--- src/design/cpts_pkg.sv ---
// Shared types, command codes and constants of the counter priority task scheduler.
`default_nettype none

package cpts_pkg;

  // Table size default and limits on counts
  localparam int NUM_TASKS_DEF = 16;
  localparam logic [8:0] COUNT_MAX = 9'd511;

  // Command codes
  localparam logic [2:0] CMD_TICK    = 3'd0;
  localparam logic [2:0] CMD_INSTALL = 3'd1;
  localparam logic [2:0] CMD_REMOVE  = 3'd2;
  localparam logic [2:0] CMD_SLEEP   = 3'd3;
  localparam logic [2:0] CMD_BLOCK   = 3'd4;
  localparam logic [2:0] CMD_WAKE    = 3'd5;

  // Run state codes
  localparam logic [1:0] ST_RUN   = 2'd0;
  localparam logic [1:0] ST_SLEEP = 2'd1;
  localparam logic [1:0] ST_BLOCK = 2'd2;

  // One request on the input channel
  typedef struct packed {
    logic [2:0]  command;
    logic [3:0]  task_index;
    logic [7:0]  priority_req;
    logic [8:0]  initial_count;
    logic [31:0] wake_time;
    logic [31:0] now_time;
  } cpts_in_t;

  // One result on the output channel
  typedef struct packed {
    logic [3:0] current_task;
    logic       switched;
    logic       none_runnable;
    logic [8:0] current_count;
  } cpts_out_t;

  // One task table entry
  typedef struct packed {
    logic [1:0] run;
    logic [8:0] count;
    logic [7:0] prio;
  } cpts_entry_t;

  // Table access controls from the sequencer
  typedef struct packed {
    logic rd_en;
    logic wr_en;
    logic wake_we;
    logic pres_set;
    logic pres_clr;
  } cpts_tbl_ctl_t;

endpackage

`default_nettype wire

--- src/design/counter_priority_task_scheduler.sv ---
// Top level of the counter priority task scheduler: command sequencer over the task table.
// Install, remove and unknown commands go from lookup straight to the final read; a tick
// without reschedule and a wake first read and may rewrite one entry; sleep, block and a
// rescheduling tick also scan the table, plus a recharge pass if all runnable counts are zero.
// Throughput: one request at a time; each table pass reads one slot per cycle on one port.
// Reset: synchronous active-low rst_n clears present bits, running slot and control; no sweep.
`default_nettype none

module counter_priority_task_scheduler #(
  parameter int NUM_TASKS = cpts_pkg::NUM_TASKS_DEF
) (
  input  wire logic               clk,
  input  wire logic               rst_n,
  input  wire logic               in_valid,
  output logic                    in_stall,
  input  wire cpts_pkg::cpts_in_t in_data,
  output logic                    out_valid,
  input  wire logic               out_stall,
  output cpts_pkg::cpts_out_t     out_data
);
  import cpts_pkg::*;

  localparam int IDX_W = $clog2(NUM_TASKS);
  localparam int CNT_W = $clog2(NUM_TASKS + 1);
  localparam logic [CNT_W-1:0] N_CNT  = CNT_W'(NUM_TASKS);
  localparam logic [IDX_W-1:0] LAST_I = IDX_W'(NUM_TASKS - 1);

  typedef enum logic [6:0] {
    S_IDLE   = 7'b0000001,
    S_LOOK   = 7'b0000010,
    S_CHK    = 7'b0000100,
    S_SCAN   = 7'b0001000,
    S_RECH   = 7'b0010000,
    S_FIN_RD = 7'b0100000,
    S_FIN    = 7'b1000000
  } state_t;

  state_t            state_r, state_nxt;
  cpts_in_t          item_r, item_nxt;
  logic [IDX_W-1:0]  running_r, running_nxt;
  logic              sw_r, sw_nxt;
  logic              none_r, none_nxt;
  logic [CNT_W-1:0]  cnt_r, cnt_nxt;
  logic              pend_r, pend_nxt;
  logic [IDX_W-1:0]  proc_r, proc_nxt;
  logic              found_r, found_nxt;
  logic [IDX_W-1:0]  best_idx_r, best_idx_nxt;
  logic [8:0]        best_cnt_r, best_cnt_nxt;
  logic              out_valid_r, out_valid_nxt;
  cpts_out_t         out_data_r, out_data_nxt;

  cpts_tbl_ctl_t     ctl;
  logic [IDX_W-1:0]  rd_addr;
  logic [IDX_W-1:0]  wr_addr;
  cpts_entry_t       wr_entry;
  logic [31:0]       wake_wdata;
  cpts_entry_t       rd_entry;
  logic              rd_pres;
  logic [31:0]       rd_wake;

  logic              idx_ok;
  logic [IDX_W-1:0]  tidx;

  cpts_table #(
    .NUM_TASKS (NUM_TASKS)
  ) u_table (
    .clk        (clk),
    .rst_n      (rst_n),
    .ctl        (ctl),
    .rd_addr    (rd_addr),
    .wr_addr    (wr_addr),
    .wr_entry   (wr_entry),
    .wake_wdata (wake_wdata),
    .rd_entry   (rd_entry),
    .rd_pres    (rd_pres),
    .rd_wake    (rd_wake)
  );

  assign idx_ok = 32'(item_r.task_index) < NUM_TASKS;
  assign tidx   = IDX_W'(item_r.task_index);

  assign in_stall  = (state_r != S_IDLE);
  assign out_valid = out_valid_r;
  assign out_data  = out_data_r;

  // Sequence one request through the table
  always_comb begin
    logic       wk;
    logic       cand;
    logic       better;
    logic [9:0] sum;
    logic [8:0] newc;

    state_nxt     = state_r;
    item_nxt      = item_r;
    running_nxt   = running_r;
    sw_nxt        = sw_r;
    none_nxt      = none_r;
    cnt_nxt       = cnt_r;
    pend_nxt      = 1'b0;
    proc_nxt      = proc_r;
    found_nxt     = found_r;
    best_idx_nxt  = best_idx_r;
    best_cnt_nxt  = best_cnt_r;
    out_valid_nxt = out_valid_r && out_stall;
    out_data_nxt  = out_data_r;
    ctl           = '0;
    rd_addr       = running_r;
    wr_addr       = running_r;
    wr_entry      = rd_entry;
    wake_wdata    = item_r.wake_time;

    // Wake test and recharge value for the entry now on the read port
    wk     = rd_pres && (rd_entry.run == ST_SLEEP) && (item_r.now_time > rd_wake);
    sum    = {2'b00, rd_entry.count[8:1]} + {2'b00, rd_entry.prio};
    newc   = (sum > {1'b0, COUNT_MAX}) ? COUNT_MAX : sum[8:0];
    cand   = 1'b0;
    better = 1'b0;

    unique case (state_r)
      S_IDLE: begin
        if (in_valid) begin
          item_nxt  = in_data;
          sw_nxt    = 1'b0;
          none_nxt  = 1'b0;
          state_nxt = S_LOOK;
        end
      end

      S_LOOK: begin
        state_nxt = S_FIN_RD;
        unique case (item_r.command) inside
          CMD_TICK, CMD_SLEEP, CMD_BLOCK: begin
            ctl.rd_en = 1'b1;
            rd_addr   = running_r;
            state_nxt = S_CHK;
          end
          CMD_INSTALL: begin
            if (idx_ok) begin
              ctl.wr_en    = 1'b1;
              ctl.pres_set = 1'b1;
              wr_addr      = tidx;
              wr_entry     = '{run: ST_RUN, count: item_r.initial_count,
                               prio: item_r.priority_req};
            end
          end
          CMD_REMOVE: begin
            if (idx_ok) begin
              ctl.pres_clr = 1'b1;
              wr_addr      = tidx;
            end
          end
          CMD_WAKE: begin
            if (idx_ok) begin
              ctl.rd_en = 1'b1;
              rd_addr   = tidx;
              state_nxt = S_CHK;
            end
          end
          default: begin
          end
        endcase
      end

      S_CHK: begin
        state_nxt = S_FIN_RD;
        cnt_nxt   = '0;
        found_nxt = 1'b0;
        unique case (item_r.command)
          CMD_TICK: begin
            if (rd_entry.count != 9'd0) begin
              ctl.wr_en      = 1'b1;
              wr_entry.count = rd_entry.count - 9'd1;
            end else begin
              sw_nxt    = 1'b1;
              state_nxt = S_SCAN;
            end
          end
          CMD_SLEEP: begin
            ctl.wr_en    = 1'b1;
            ctl.wake_we  = 1'b1;
            wr_entry.run = ST_SLEEP;
            sw_nxt       = 1'b1;
            state_nxt    = S_SCAN;
          end
          CMD_BLOCK: begin
            ctl.wr_en    = 1'b1;
            wr_entry.run = ST_BLOCK;
            sw_nxt       = 1'b1;
            state_nxt    = S_SCAN;
          end
          CMD_WAKE: begin
            wr_addr = tidx;
            if (rd_pres && (rd_entry.run == ST_SLEEP || rd_entry.run == ST_BLOCK)) begin
              ctl.wr_en    = 1'b1;
              wr_entry.run = ST_RUN;
            end
          end
          default: begin
          end
        endcase
      end

      S_SCAN: begin
        // Issue the next slot read
        if (cnt_r < N_CNT) begin
          ctl.rd_en = 1'b1;
          rd_addr   = cnt_r[IDX_W-1:0];
          proc_nxt  = cnt_r[IDX_W-1:0];
          pend_nxt  = 1'b1;
          cnt_nxt   = cnt_r + CNT_W'(1);
        end
        // Wake expired sleepers and track the best runnable count
        if (pend_r) begin
          wr_addr = proc_r;
          if (wk) begin
            ctl.wr_en    = 1'b1;
            wr_entry.run = ST_RUN;
          end
          cand   = rd_pres && (wk || rd_entry.run == ST_RUN);
          better = cand && (!found_r || rd_entry.count > best_cnt_r);
          if (better) begin
            found_nxt    = 1'b1;
            best_idx_nxt = proc_r;
            best_cnt_nxt = rd_entry.count;
          end
          if (proc_r == LAST_I) begin
            cnt_nxt = '0;
            if (!found_nxt) begin
              running_nxt = '0;
              none_nxt    = 1'b1;
              state_nxt   = S_FIN_RD;
            end else if (best_cnt_nxt == 9'd0) begin
              found_nxt = 1'b0;
              state_nxt = S_RECH;
            end else begin
              running_nxt = best_idx_nxt;
              state_nxt   = S_FIN_RD;
            end
          end
        end
      end

      S_RECH: begin
        // Issue the next slot read
        if (cnt_r < N_CNT) begin
          ctl.rd_en = 1'b1;
          rd_addr   = cnt_r[IDX_W-1:0];
          proc_nxt  = cnt_r[IDX_W-1:0];
          pend_nxt  = 1'b1;
          cnt_nxt   = cnt_r + CNT_W'(1);
        end
        // Recharge present slots and pick again on the new counts
        if (pend_r) begin
          wr_addr = proc_r;
          if (rd_pres) begin
            ctl.wr_en      = 1'b1;
            wr_entry.count = newc;
          end
          cand   = rd_pres && (rd_entry.run == ST_RUN);
          better = cand && (!found_r || newc > best_cnt_r);
          if (better) begin
            found_nxt    = 1'b1;
            best_idx_nxt = proc_r;
            best_cnt_nxt = newc;
          end
          if (proc_r == LAST_I) begin
            cnt_nxt     = '0;
            running_nxt = found_nxt ? best_idx_nxt : '0;
            state_nxt   = S_FIN_RD;
          end
        end
      end

      S_FIN_RD: begin
        ctl.rd_en = 1'b1;
        rd_addr   = running_r;
        state_nxt = S_FIN;
      end

      S_FIN: begin
        // Hold until the output register is free
        if (!out_valid_r || !out_stall) begin
          out_valid_nxt = 1'b1;
          out_data_nxt  = '{current_task: 4'(running_r), switched: sw_r,
                            none_runnable: none_r, current_count: rd_entry.count};
          state_nxt     = S_IDLE;
        end
      end

      default: begin
        state_nxt = S_IDLE;
      end
    endcase
  end

  // Control registers
  always_ff @(posedge clk) begin
    if (!rst_n) begin
      state_r     <= S_IDLE;
      running_r   <= '0;
      out_valid_r <= 1'b0;
      pend_r      <= 1'b0;
      cnt_r       <= '0;
      found_r     <= 1'b0;
      sw_r        <= 1'b0;
      none_r      <= 1'b0;
    end else begin
      state_r     <= state_nxt;
      running_r   <= running_nxt;
      out_valid_r <= out_valid_nxt;
      pend_r      <= pend_nxt;
      cnt_r       <= cnt_nxt;
      found_r     <= found_nxt;
      sw_r        <= sw_nxt;
      none_r      <= none_nxt;
    end
  end

  // Payload registers
  always_ff @(posedge clk) begin
    item_r     <= item_nxt;
    proc_r     <= proc_nxt;
    best_idx_r <= best_idx_nxt;
    best_cnt_r <= best_cnt_nxt;
    out_data_r <= out_data_nxt;
  end

endmodule

`default_nettype wire

--- src/design/cpts_table.sv ---
// Task table memories: entry and wake time stores with per-slot present bits.
`default_nettype none

module cpts_table #(
  parameter int NUM_TASKS = cpts_pkg::NUM_TASKS_DEF
) (
  input  wire logic                           clk,
  input  wire logic                           rst_n,
  input  wire cpts_pkg::cpts_tbl_ctl_t        ctl,
  input  wire logic [$clog2(NUM_TASKS)-1:0]   rd_addr,
  input  wire logic [$clog2(NUM_TASKS)-1:0]   wr_addr,
  input  wire cpts_pkg::cpts_entry_t          wr_entry,
  input  wire logic [31:0]                    wake_wdata,
  output cpts_pkg::cpts_entry_t               rd_entry,
  output logic                                rd_pres,
  output logic [31:0]                         rd_wake
);
  import cpts_pkg::*;

  cpts_entry_t             entry_mem [NUM_TASKS];
  logic [31:0]             wake_mem  [NUM_TASKS];
  logic [NUM_TASKS-1:0]    present_r;
  cpts_entry_t             rd_raw_r;
  logic                    rd_pres_r;
  logic [31:0]             rd_wake_r;

  // Write entry and wake time stores
  always_ff @(posedge clk) begin
    if (ctl.wr_en) begin
      entry_mem[wr_addr] <= wr_entry;
    end
    if (ctl.wake_we) begin
      wake_mem[wr_addr] <= wake_wdata;
    end
  end

  // Registered read, present bit sampled with the data
  always_ff @(posedge clk) begin
    if (ctl.rd_en) begin
      rd_raw_r  <= entry_mem[rd_addr];
      rd_wake_r <= wake_mem[rd_addr];
      rd_pres_r <= present_r[rd_addr];
    end
  end

  // Track present slots; an absent slot reads as a cleared entry
  always_ff @(posedge clk) begin
    if (!rst_n) begin
      present_r <= '0;
    end else if (ctl.pres_set) begin
      present_r[wr_addr] <= 1'b1;
    end else if (ctl.pres_clr) begin
      present_r[wr_addr] <= 1'b0;
    end
  end

  // Mask data of absent slots
  assign rd_entry = rd_pres_r ? rd_raw_r : '0;
  assign rd_pres  = rd_pres_r;
  assign rd_wake  = rd_wake_r;

endmodule

`default_nettype wire

--- config.mk ---
export PLATFORM = sky130hd
export DESIGN_NAME = counter_priority_task_scheduler
export DESIGN_NICKNAME = d
export VERILOG_FILES = /design/src/design/cpts_pkg.sv /design/src/design/counter_priority_task_scheduler.sv /design/src/design/cpts_table.sv
export SDC_FILE = /design/constraint.sdc
export NUM_CORES = 1
export LEC_CHECK = 0
export ABC_AREA = 1
export BUFFER_PORTS_ARGS = -buffer_cell sky130_fd_sc_hd__buf_4
export CORE_UTILIZATION = 55
export CTS_CLUSTER_DIAMETER = 30
export DETAILED_ROUTE_END_ITERATION = 16
export PLACE_DENSITY = 0.72
export REMOVE_ABC_BUFFERS = 1
export SYNTH_ARGS = -nofsm -noshare
export SYNTH_HDL_FRONTEND = slang
export SYNTH_SLANG_ARGS = --single-unit
--- constraint.sdc ---
create_clock -name clk -period 8.1 [get_ports clk]
set_clock_uncertainty 0.1 [all_clocks]
set_input_delay 1.62 -clock clk [delete_from_list [all_inputs] [get_ports clk]]
set_output_delay 1.62 -clock clk [all_outputs]
set_load 0.05 [all_outputs]
Yosys cells after proc, flatten, opt, wreduce, memory -nomap -nowiden
Memories as Yosys holds them, arrays and structs flattened. A register that Yosys moved wholly into a read port is not among the register bits.
Cells that the tools add are included.
- register bits after elaboration: 158
- memory bits (writable): 816
- input bits: 92
- output and inout port bits: 17
- logic and storage cells: 212
- memories kept: 2
- $add $sub $neg: 3
- order comparisons: 8
- equality and inequality tests: 27
- muxes and demuxes: 104
- bitwise operators: 3
- reduce and logical (&&, ||, !) cells: 42
- memory list (memory ; depth ; bits a word ; rd ports ; clocked after memory_dff ; wr ports ; RTL line ; source):
    u_table.wake_mem ; 16 ; 32 ; 1 ; 1 ; 1 ; cpts_table.sv:21 ; logic [31:0] wake_mem [NUM_TASKS];
    u_table.entry_mem ; 16 ; 19 ; 1 ; 1 ; 1 ; cpts_table.sv:20 ; cpts_entry_t entry_mem [NUM_TASKS];
- operators by type and width (operator ; count):
    two-way mux 9 bit ; 11
    two-way mux 4 bit ; 15
    two-way mux 7 bit ; 7
    one-hot mux 7 bit (7 select lines) ; 1
    two-way mux 19 bit ; 2
    two-way mux 1 bit ; 36
    greater-than comparator 32 bit ; 1
    two-way mux 16 bit ; 2
    one-hot mux 9 bit (3 select lines) ; 1
    one-hot mux 4 bit (2 select lines) ; 3
    greater-than comparator 9 bit ; 2
    two-way mux 6 bit ; 3
    one-hot mux 9 bit (2 select lines) ; 1
    AND 16 bit ; 1
    != test 2 bit (second input constant) ; 8
    NOT 16 bit ; 1
    bitwise OR 16 bit ; 1
    two-way mux 5 bit ; 3
    one-hot mux 2 bit (3 select lines) ; 2
    one-hot mux 4 bit (3 select lines) ; 1
    one-hot mux 6 bit (2 select lines) ; 1
    AND reduction 6 bit ; 2
    < comparator 4 x 5 -> 1 bit (second input constant) ; 2
    one-hot mux 5 bit (2 select lines) ; 1
    43 further kinds ; 79

Longest topological paths before layout
Gate-level depths: netlist of the first run.
- depth in word-level cells: 16
- depth in mapped cells: 32
- depth with buffers taken out: 30

Modules after synthesis
Synthesis of the first run repeated with hierarchy kept, for this count alone.
- cells, all modules: 4409
- area, all modules: 45255.9 um2
- by module, submodules not included (module ; times used ; cells an instance ; area each (um2) ; seq. area each (um2)):
    cpts_table ; 1 ; 3561 ; 37434.7 ; 26385.3
    counter_priority_task_scheduler ; 1 ; 848 ; 7821.3 ; 4023.9

Worst setup path before layout of the first run
No wires, ideal clock.
- path type: input to register
- from: input out_stall
- to: register sw_r
- library setup time: 132 ps
- data arrival time: 6266 ps
- data required time: 7868 ps
- slack: 1601 ps
- stages: 10
- path buffers: 0
- cell sequence: nand2_1 > inv_1 > nand2_1 > nand2_1 > nor2_1 > inv_1 > nor2_1 > inv_1 > nand2_1 > a21oi_1
- RTL lines (item ; RTL line ; source):
    start, declared ; counter_priority_task_scheduler.sv:18 ; input wire logic out_stall,
    end signal, assigned ; counter_priority_task_scheduler.sv:315 ; sw_r <= sw_nxt;
    end, declared ; counter_priority_task_scheduler.sv:41 ; logic sw_r, sw_nxt;

Final worst setup path of the first run
- from: register state_r[0]
- to: register u_table.rd_wake_r[18], in the netlist u_table.rd_wake[18] (read register of u_table.wake_mem) (data pin)
- cells in the longest elaborated chain, start to end: 3
- elaborated cells on any way between the ends: 7
- those cells by class: 4 x eq/ne; 2 x mux; 1 x reduce/logical
- ends and longest elaborated chain (item ; RTL line ; source):
    start, declared ; counter_priority_task_scheduler.sv:38 ; state_t state_r, state_nxt;
    start signal, assigned ; counter_priority_task_scheduler.sv:309 ; state_r <= state_nxt;
    == test 7 x 5 -> 1 bit or == test 7 x 4 -> 1 bit (tied branches) ; counter_priority_task_scheduler.sv:120 ; unique case (state_r)
    OR reduction 2 bit (no line) ; n/a ;
    one-hot mux 1 bit (3 select lines) or one-hot mux 4 bit (2 select lines) (tied branches) ; counter_priority_task_scheduler.sv:120 ;
    end, declared ; cpts_table.sv:25 ; logic [31:0] rd_wake_r;
Several ways; a longest one is shown, not always the timed one.
A chain may end at the register's enable or synchronous reset.

==> results.txt, run 1 <==
outcome: finished clean
# fillers: 5,149
stages on the worst setup path: 14
antenna violations before repair: 0
Yosys reg bits: 1,025
final hold vios: 0
actual slew at the worst max-slew pin: 1.36 ns
cell count of the worst reg-to-reg path: 14
Final min period: 4.96 ns
largest net degree at the start of global routing: 193
number of global-route vias before repair: 27,000
global route hottest layer: met2
Slew Limit Fails: 0
core outline area: 75,100 um^2
period utilization: 61.2%
Yosys cell types: 52
drt initial violations: 3,214
drt first pass iters: 6
post-synthesis sequential area ratio: 72.4%
Placed Area: 43,900 um^2
Worst Path Buf+Inv: 4
arrival time worst endpoint: 5.47 ns
Post-Syn Area: 42,000 um^2
DRT antenna net count: 0
Top delay family on crit path: buffers and inverters
H-tree levels: 4
Avg Cell Area, Syn: 13.2 um^2
hold buffer count at cts: 0
Multi-input gate area: 10,500 um^2
Die Wd: 278 um
Max Cap Viol: 0
FF-to-FF setup slack: 3.14 ns
RSZ-0062 raised after global routing: no
Setup Crit Path Kind: register to register
via count: 27,400
drt drc: 0
routed vias/inst: 6.16
Critical Path, Cell by Cell: nor2_2, nand2_2, inv_2, nand4_2, nand2_2, nor2_2, inv_2, o21ai_1, inv_8, buf_4, o21ai_0, o21ai_1, o221ai_1, nand2_1
Area growth syn-to-layout: 18.9%
static leakage: 17.7 nW
Slew HR: 9.14%
hold path depth: 0
slowest library cell on the worst path: buf_4
# port buffers: 108
clk_lat worst skew: 0.76 ns
Clock Sinks: 1,025
Setup Fix Bufs, Post-CTS: 0
number of synthesis warnings: 0
Bufs on Longest Clock Path: 3
number of gates resized after cts: 0
critical path capture point type: register
Final #Nets: 3,481
Cell Pwr Density: 301 nW/um^2
cell count after synthesis: 3,178
Critical Path Sink: u_table.rd_wake[18]$_DFFE_PP_
Rows: 100
fraction of layout cells with a size suffix above 1: 14.8%
diode count: 0
peak supply drop: 0.270 mV
first-pass GRT wire length: 160 mm
CP required: 8.61 ns
die area: 77,500 um^2
final core utilization: 66.5%
CP Launch Point: state_r[0]$_SDFFE_PN1P_
commonest non-fill, non-tap cell in the layout: edfxtp_1
RR Startpoint: state_r[0]$_SDFFE_PN1P_
Pwr Total: 15.0 mW
met2 Use GR: 45.4%
TritonCTS clock tree: yes
Initial Util: 56.0%
GPL Wtd Cong: 0.945
design area: 50,000 um^2
final setup vio count: 0
GR Util All Layers: 27.6%
TritonCTS Buffers: 173
Reg-to-Reg End: u_table.rd_wake[18]$_DFFE_PP_
crit-path max FO: 192
met1 Use GR: 35.9%
commonest non-fill, non-tap cells in the layout: edfxtp_1 (988), nor2_1 (489), nand2_1 (296)
Setup TNS: 0 ns
post-detail-place hpwl: 56.1 mm
met3 Track Usage GR: 4.91%
FF+latch area: 30,400 um^2
total gr overflow: 0
crit-path max cell delay: 0.97 ns
Routed WL per cell: 24.2 um
Root Driver: clkbuf_16
Worst setup SP type: register
Max Clock Freq: 0.202 GHz
CTS clk-pin slew, worst paths: 0.05 ns
worst hold path class: register to register
Die Height: 278 um
drt total wl: 107 mm
number of I/O pins: 109
[power by group]
part / total, mW / switching, mW / internal (mW)
combinational: 1.20 / 0.851 / 0.351
sequential: 6.43 / 0.211 / 6.22
clock: 7.39 / 2.62 / 4.77
total: 15.0 / 3.68 / 11.3
[state kept, by name (all words and copies together) (netlist names), named ones only]
register / flops
u_table.rd_wake: 32
u_table.rd_pres: 1
pend_r: 1
tidx: 4
running_r: 4
best_idx_r: 4
u_table.wake_mem: 512
state_r: 7
found_r: 1
out_valid: 1
sw_r: 1
proc_r: 4
best_cnt_r: 9
u_table.entry_mem: 304
u_table.rd_raw_r: 19
wake_wdata: 32
none_r: 1
out_data: 15
cnt_r: 5
item_r: 52
[final cells by class]
type	instances	share of cell area (%)
Clock buffer	196	8.90
Clock inverter	125	3.13
Inverter	165	1.28
Multi-Input combinational cell	1808	21.0
Sequential cell	1025	60.9
Tap cell	969	2.43
Timing Repair Buffer	159	2.44
[routing by layer]
metal / routed length, um / vias to the layer above
met3: 8630 / 269
met4: 4130 / 0
li1: - / 12300
met2: 52500 / 1410
met5: 0 / -
met1: 42100 / 13500
[synthesized netlist by cell type, drive strengths merged]
master,n,share of area (%)
edfxtp,988,71
nor2,532,4.9
o21ai,308,3.7
nand2,301,2.7
inv,162,1.4
clkbuf,116,1.0
o221ai,106,2.2
mux2i,102,2.4
o211ai,98,1.8
o32ai,91,1.9
buf,64,0.81
a21oi,60,0.71
ha,57,1.7
nand3,40,0.49
dfxtp,37,1.8
nor3,33,0.42
nand4,17,0.28
o22ai,16,0.24
a31oi,8,0.12
o2111ai,6,0.13
nor4,5,0.15
or2,5,0.074
xor2,4,0.083
clkinv,3,0.030
o21a,3,0.054
a211oi,2,0.036
a21o,2,0.036
a22oi,2,0.036
and2,2,0.030
xnor2,2,0.042
a2111o,1,0.027
a221oi,1,0.021
a22o,1,0.021
and3,1,0.015
o21bai,1,0.018
o41ai,1,0.021
[stage by stage]
stage	worst slack (ns)	cells	hold slack [ns]
2_1_floorplan	-4.99	2998	0.308
3_3_place_gp	3.48	4123	0.319
3_5_place_dp	3.28	4126	0.320
4_1_cts	3.22	4447	0.332
5_1_grt	2.87	4447	0.359
6_report	3.14	4447	0.333
[worst min-delay path by stage]
| stage | from | end |
|---|---|---|
| detailed placement | sw_r$_SDFFE_PN0P_ | out_data[10]$_DFFE_PP_ |
| global placement | sw_r$_SDFFE_PN0P_ | out_data[10]$_DFFE_PP_ |
| global route | sw_r$_SDFFE_PN0P_ | out_data[10]$_DFFE_PP_ |
| floorplan | running_r[0]$_SDFFE_PN0P_ | out_data[11]$_DFFE_PP_ |
| finish | sw_r$_SDFFE_PN0P_ | out_data[10]$_DFFE_PP_ |
| CTS | sw_r$_SDFFE_PN0P_ | out_data[10]$_DFFE_PP_ |
[kinds of logic (layout without fill, tap and decap cells)]
family,after synthesis,count (layout),synth area share [%]
flip-flops,1025,1025,72.4
buffers and inverters,345,645,3.33
XOR/XNOR,6,6,0.125
adder cells (fa/ha/maj),57,57,1.70
AO/OA/AOI/OAI,707,707,11.0
AND/OR/NAND/NOR,936,936,9.03
multiplexers,102,102,2.43
Power figures use the tool's default switching activity.
==> run 2, diff against run 1 <==
==> constraint.sdc (replaced) <==
create_clock -name clk -period 4.6 [get_ports clk]
set_clock_uncertainty 0.1 [all_clocks]
set_input_delay 0.92 -clock clk [delete_from_list [all_inputs] [get_ports clk]]
set_output_delay 0.92 -clock clk [all_outputs]
set_load 0.05 [all_outputs]
==> run 2 against run 1 <==
  * Non-clock buffer count grew 45
  * Via count grew 1.7%
  * Wire length grew 0.26%
  * Design area grew 0.96%
  * Worst hold slack lost 0.095 ns
  * Cell count grew 0.92%
  * Total power grew 75%
  * Utilization grew 0.64 points
  * Combinational power grew 87%
==> results.txt, run 2 (synthesis gave the netlist of run 1 again) <==
drt drc: 0 (unchanged)
commonest non-fill, non-tap cell in the layout: edfxtp_1
peak supply drop: 0.377 mV (+40%)
arrival time worst endpoint: 4.59 ns (-0.88 ns)
FF-to-FF setup slack: 0.36 ns (-2.79 ns)
crit-path max FO: 14 (-93%)
first-pass GRT wire length: 163 mm (+1.6%)
cell count of the worst reg-to-reg path: 23 (+9)
number of I/O pins: 109 (unchanged)
# fillers: 5,145 (-0.078%)
GPL Wtd Cong: 0.951 (+0.68%)
via count: 27,900 (+1.7%)
hold path depth: 1 (+1)
largest net degree at the start of global routing: 119 (-38%)
actual slew at the worst max-slew pin: 1.28 ns (-0.0808 ns)
RR Startpoint: u_table.rd_pres$_DFFE_PP_
Min-Delay Endpoint: item_r[6]$_DFFE_PP_
die area: 77,500 um^2 (unchanged)
diode count: 0 (unchanged)
FF+latch area: 30,400 um^2 (unchanged)
drt total wl: 108 mm (+0.26%)
Max Cap Viol: 0 (unchanged)
period utilization: 92.2% (+31 points)
outcome: finished clean
Top Registers: u_table.wake_mem x512, u_table.entry_mem x304, item_r x52
GR Util All Layers: 27.8% (+0.19 points)
clk_lat worst skew: 0.76 ns (about the same)
post-detail-place hpwl: 59.8 mm (+6.5%)
Reg-to-Reg End: best_idx_r[3]$_DFFE_PP_
Routed WL per cell: 24.0 um (-0.66%)
HP Start: in_data[6]
Root Driver: clkbuf_16
drt first pass iters: 6 (unchanged)
Clock Sinks: 1,025 (unchanged)
CP required: 4.95 ns (-3.66 ns)
DRT antenna net count: 0 (unchanged)
TritonCTS clock tree: yes
Area growth syn-to-layout: 20.0%
final setup vio count: 0 (unchanged)
max reg flops: 512 (unchanged)
Cell Pwr Density: 521 nW/um^2 (+73%)
H-tree levels: 4 (unchanged)
core outline area: 75,100 um^2 (unchanged)
Final min period: 4.24 ns (-0.714 ns)
number of global-route vias before repair: 27,600 (+2.4%)
worst hold path class: input port to register
fraction of layout cells with a size suffix above 1: 16.1% (+1.3 points)
CTS clk-pin slew, worst paths: 0.05 ns (about the same)
static leakage: 17.9 nW (+1.5%)
Slew HR: 14.0% (+4.9 points)
Max Clock Freq: 0.236 GHz (+17%)
drt initial violations: 3,313 (+3.1%)
routed vias/inst: 6.21 (+0.77%)
Multi-input gate area: 10,400 um^2 (-0.30%)
Die Height: 278 um (unchanged)
Bufs on Longest Clock Path: 3 (unchanged)
Rows: 100 (unchanged)
Reg with most FFs: u_table.wake_mem
Die Wd: 278 um (unchanged)
commonest non-fill, non-tap cells in the layout: edfxtp_1 (988), nor2_1 (489), nand2_1 (296)
critical path capture point type: register
Placed Instances: 4,170 (+1.1%)
WHS: 0.238 ns (-0.0953 ns)
hold buffer count at cts: 0 (unchanged)
antenna violations before repair: 1 (+1)
Slew Limit Fails: 0 (unchanged)
total gr overflow: 0 (unchanged)
Initial Util: 56.0% (unchanged)
TritonCTS Buffers: 173 (unchanged)
Worst setup SP type: register
Final #Nets: 3,526 (+1.3%)
Setup Crit Path Kind: register to register
final hold vios: 0 (unchanged)
fin cells: 4,488 (+0.92%)
# port buffers: 108 (unchanged)
CP Launch Point: u_table.rd_pres$_DFFE_PP_
[run 2: changes by cell type in the layout (fill, tap and decap cells not counted), moves of 4 or more]
cell,previous run,this run
clkbuf_1,21,17
bufinv_16,24,18
buf_12,1,29
nor2_4,33,21
clkinvlp_4,20,16
o21ai_0,268,263
nor2_2,10,22
inv_6,15,26
buf_4,155,175
o21ai_1,36,41
[run 2: worst max path at each step]
stage	slack (ns)	cells past startpoint	endpoint
6_report	0.36	23	best_idx_r[3]$_DFFE_PP_
5_1_grt	-0.03	25	running_r[3]$_SDFFE_PN0P_
4_1_cts	0.31	24	running_r[2]$_SDFFE_PN0P_
3_5_place_dp	0.37	24	running_r[2]$_SDFFE_PN0P_
3_3_place_gp	0.48	24	running_r[2]$_SDFFE_PN0P_
2_1_floorplan	-8.49	12	u_table.rd_pres$_DFFE_PP_
[run 2: stage by stage]
| stage | instance area [um^2] | setup slack (ns) | utilization [%] | setup TNS, ns | power (mW) |
|---|---|---|---|---|---|
| 6_report | 50400 | 0.358 | 67.2 | 0 | 26.3 |
| 5_1_grt | 50400 | -0.0330 | 67.2 | -0.0930 | 27.1 |
| 4_1_cts | 50400 | 0.306 | 67.2 | 0 | 26.4 |
| 3_5_place_dp | 44600 | 0.366 | 59.4 | 0 | 13.7 |
| 3_3_place_gp | 44600 | 0.481 | 59.4 | 0 | 13.6 |
| 2_1_floorplan | 41200 | -8.49 | - | -549.91 | 12.9 |
[run 2: metal layers]
metal | vias to the layer above | wire (um) | GRT usage [%]
li1 | 12400 | - | -
met1 | 13700 | 41200 | 36.4
met2 | 1513 | 53300 | 45.8
met3 | 275 | 9190 | 4.89
met4 | 2 | 3920 | 12.4
met5 | - | 13 | 0
[run 2: worst max-delay path, cell delays in order, from the launching register on]
cell	delay (ns)
edfxtp_1	0.49
buf_4	0.23
nand2_1	0.10
inv_2	0.10
ha_1	0.34
a31oi_1	0.22
nand2_1	0.08
nand2_1	0.08
a31oi_1	0.12
nand2_1	0.09
nand2_1	0.06
a21oi_2	0.20
inv_1	0.07
ha_1	0.29
nand2_1	0.09
nor2_1	0.15
nand2_1	0.06
o21ai_0	0.20
o41ai_2	0.14
nand2_1	0.08
nand2_1	0.18
or2_2	0.35
nand3_1	0.07
nand2_1	0.05
[run 2: layout make-up]
type | instances | area share [%]
clock buffers | 190 | 8.71
repair buffers | 204 | 3.76
flip-flops and latches | 1025 | 60.3
well taps | 969 | 2.40
multi-input cells | 1808 | 20.7
inverters | 165 | 1.27
clock inverters | 127 | 2.87
[run 2: repair_timing]
| item | in CTS | in global routing |
|---|---|---|
| setup endpoints to repair | 0 | 7 |
| gates resized for setup | 0 | 4 |
| setup buffers | 0 | 1 |
[run 2: power by group]
group / switching, mW / internal (mW) / leakage, nW
Clock: 4.65 / 8.03 / 2.81
Sequential: 0.397 / 11.0 / 9.27
Combinational: 1.57 / 0.673 / 5.84
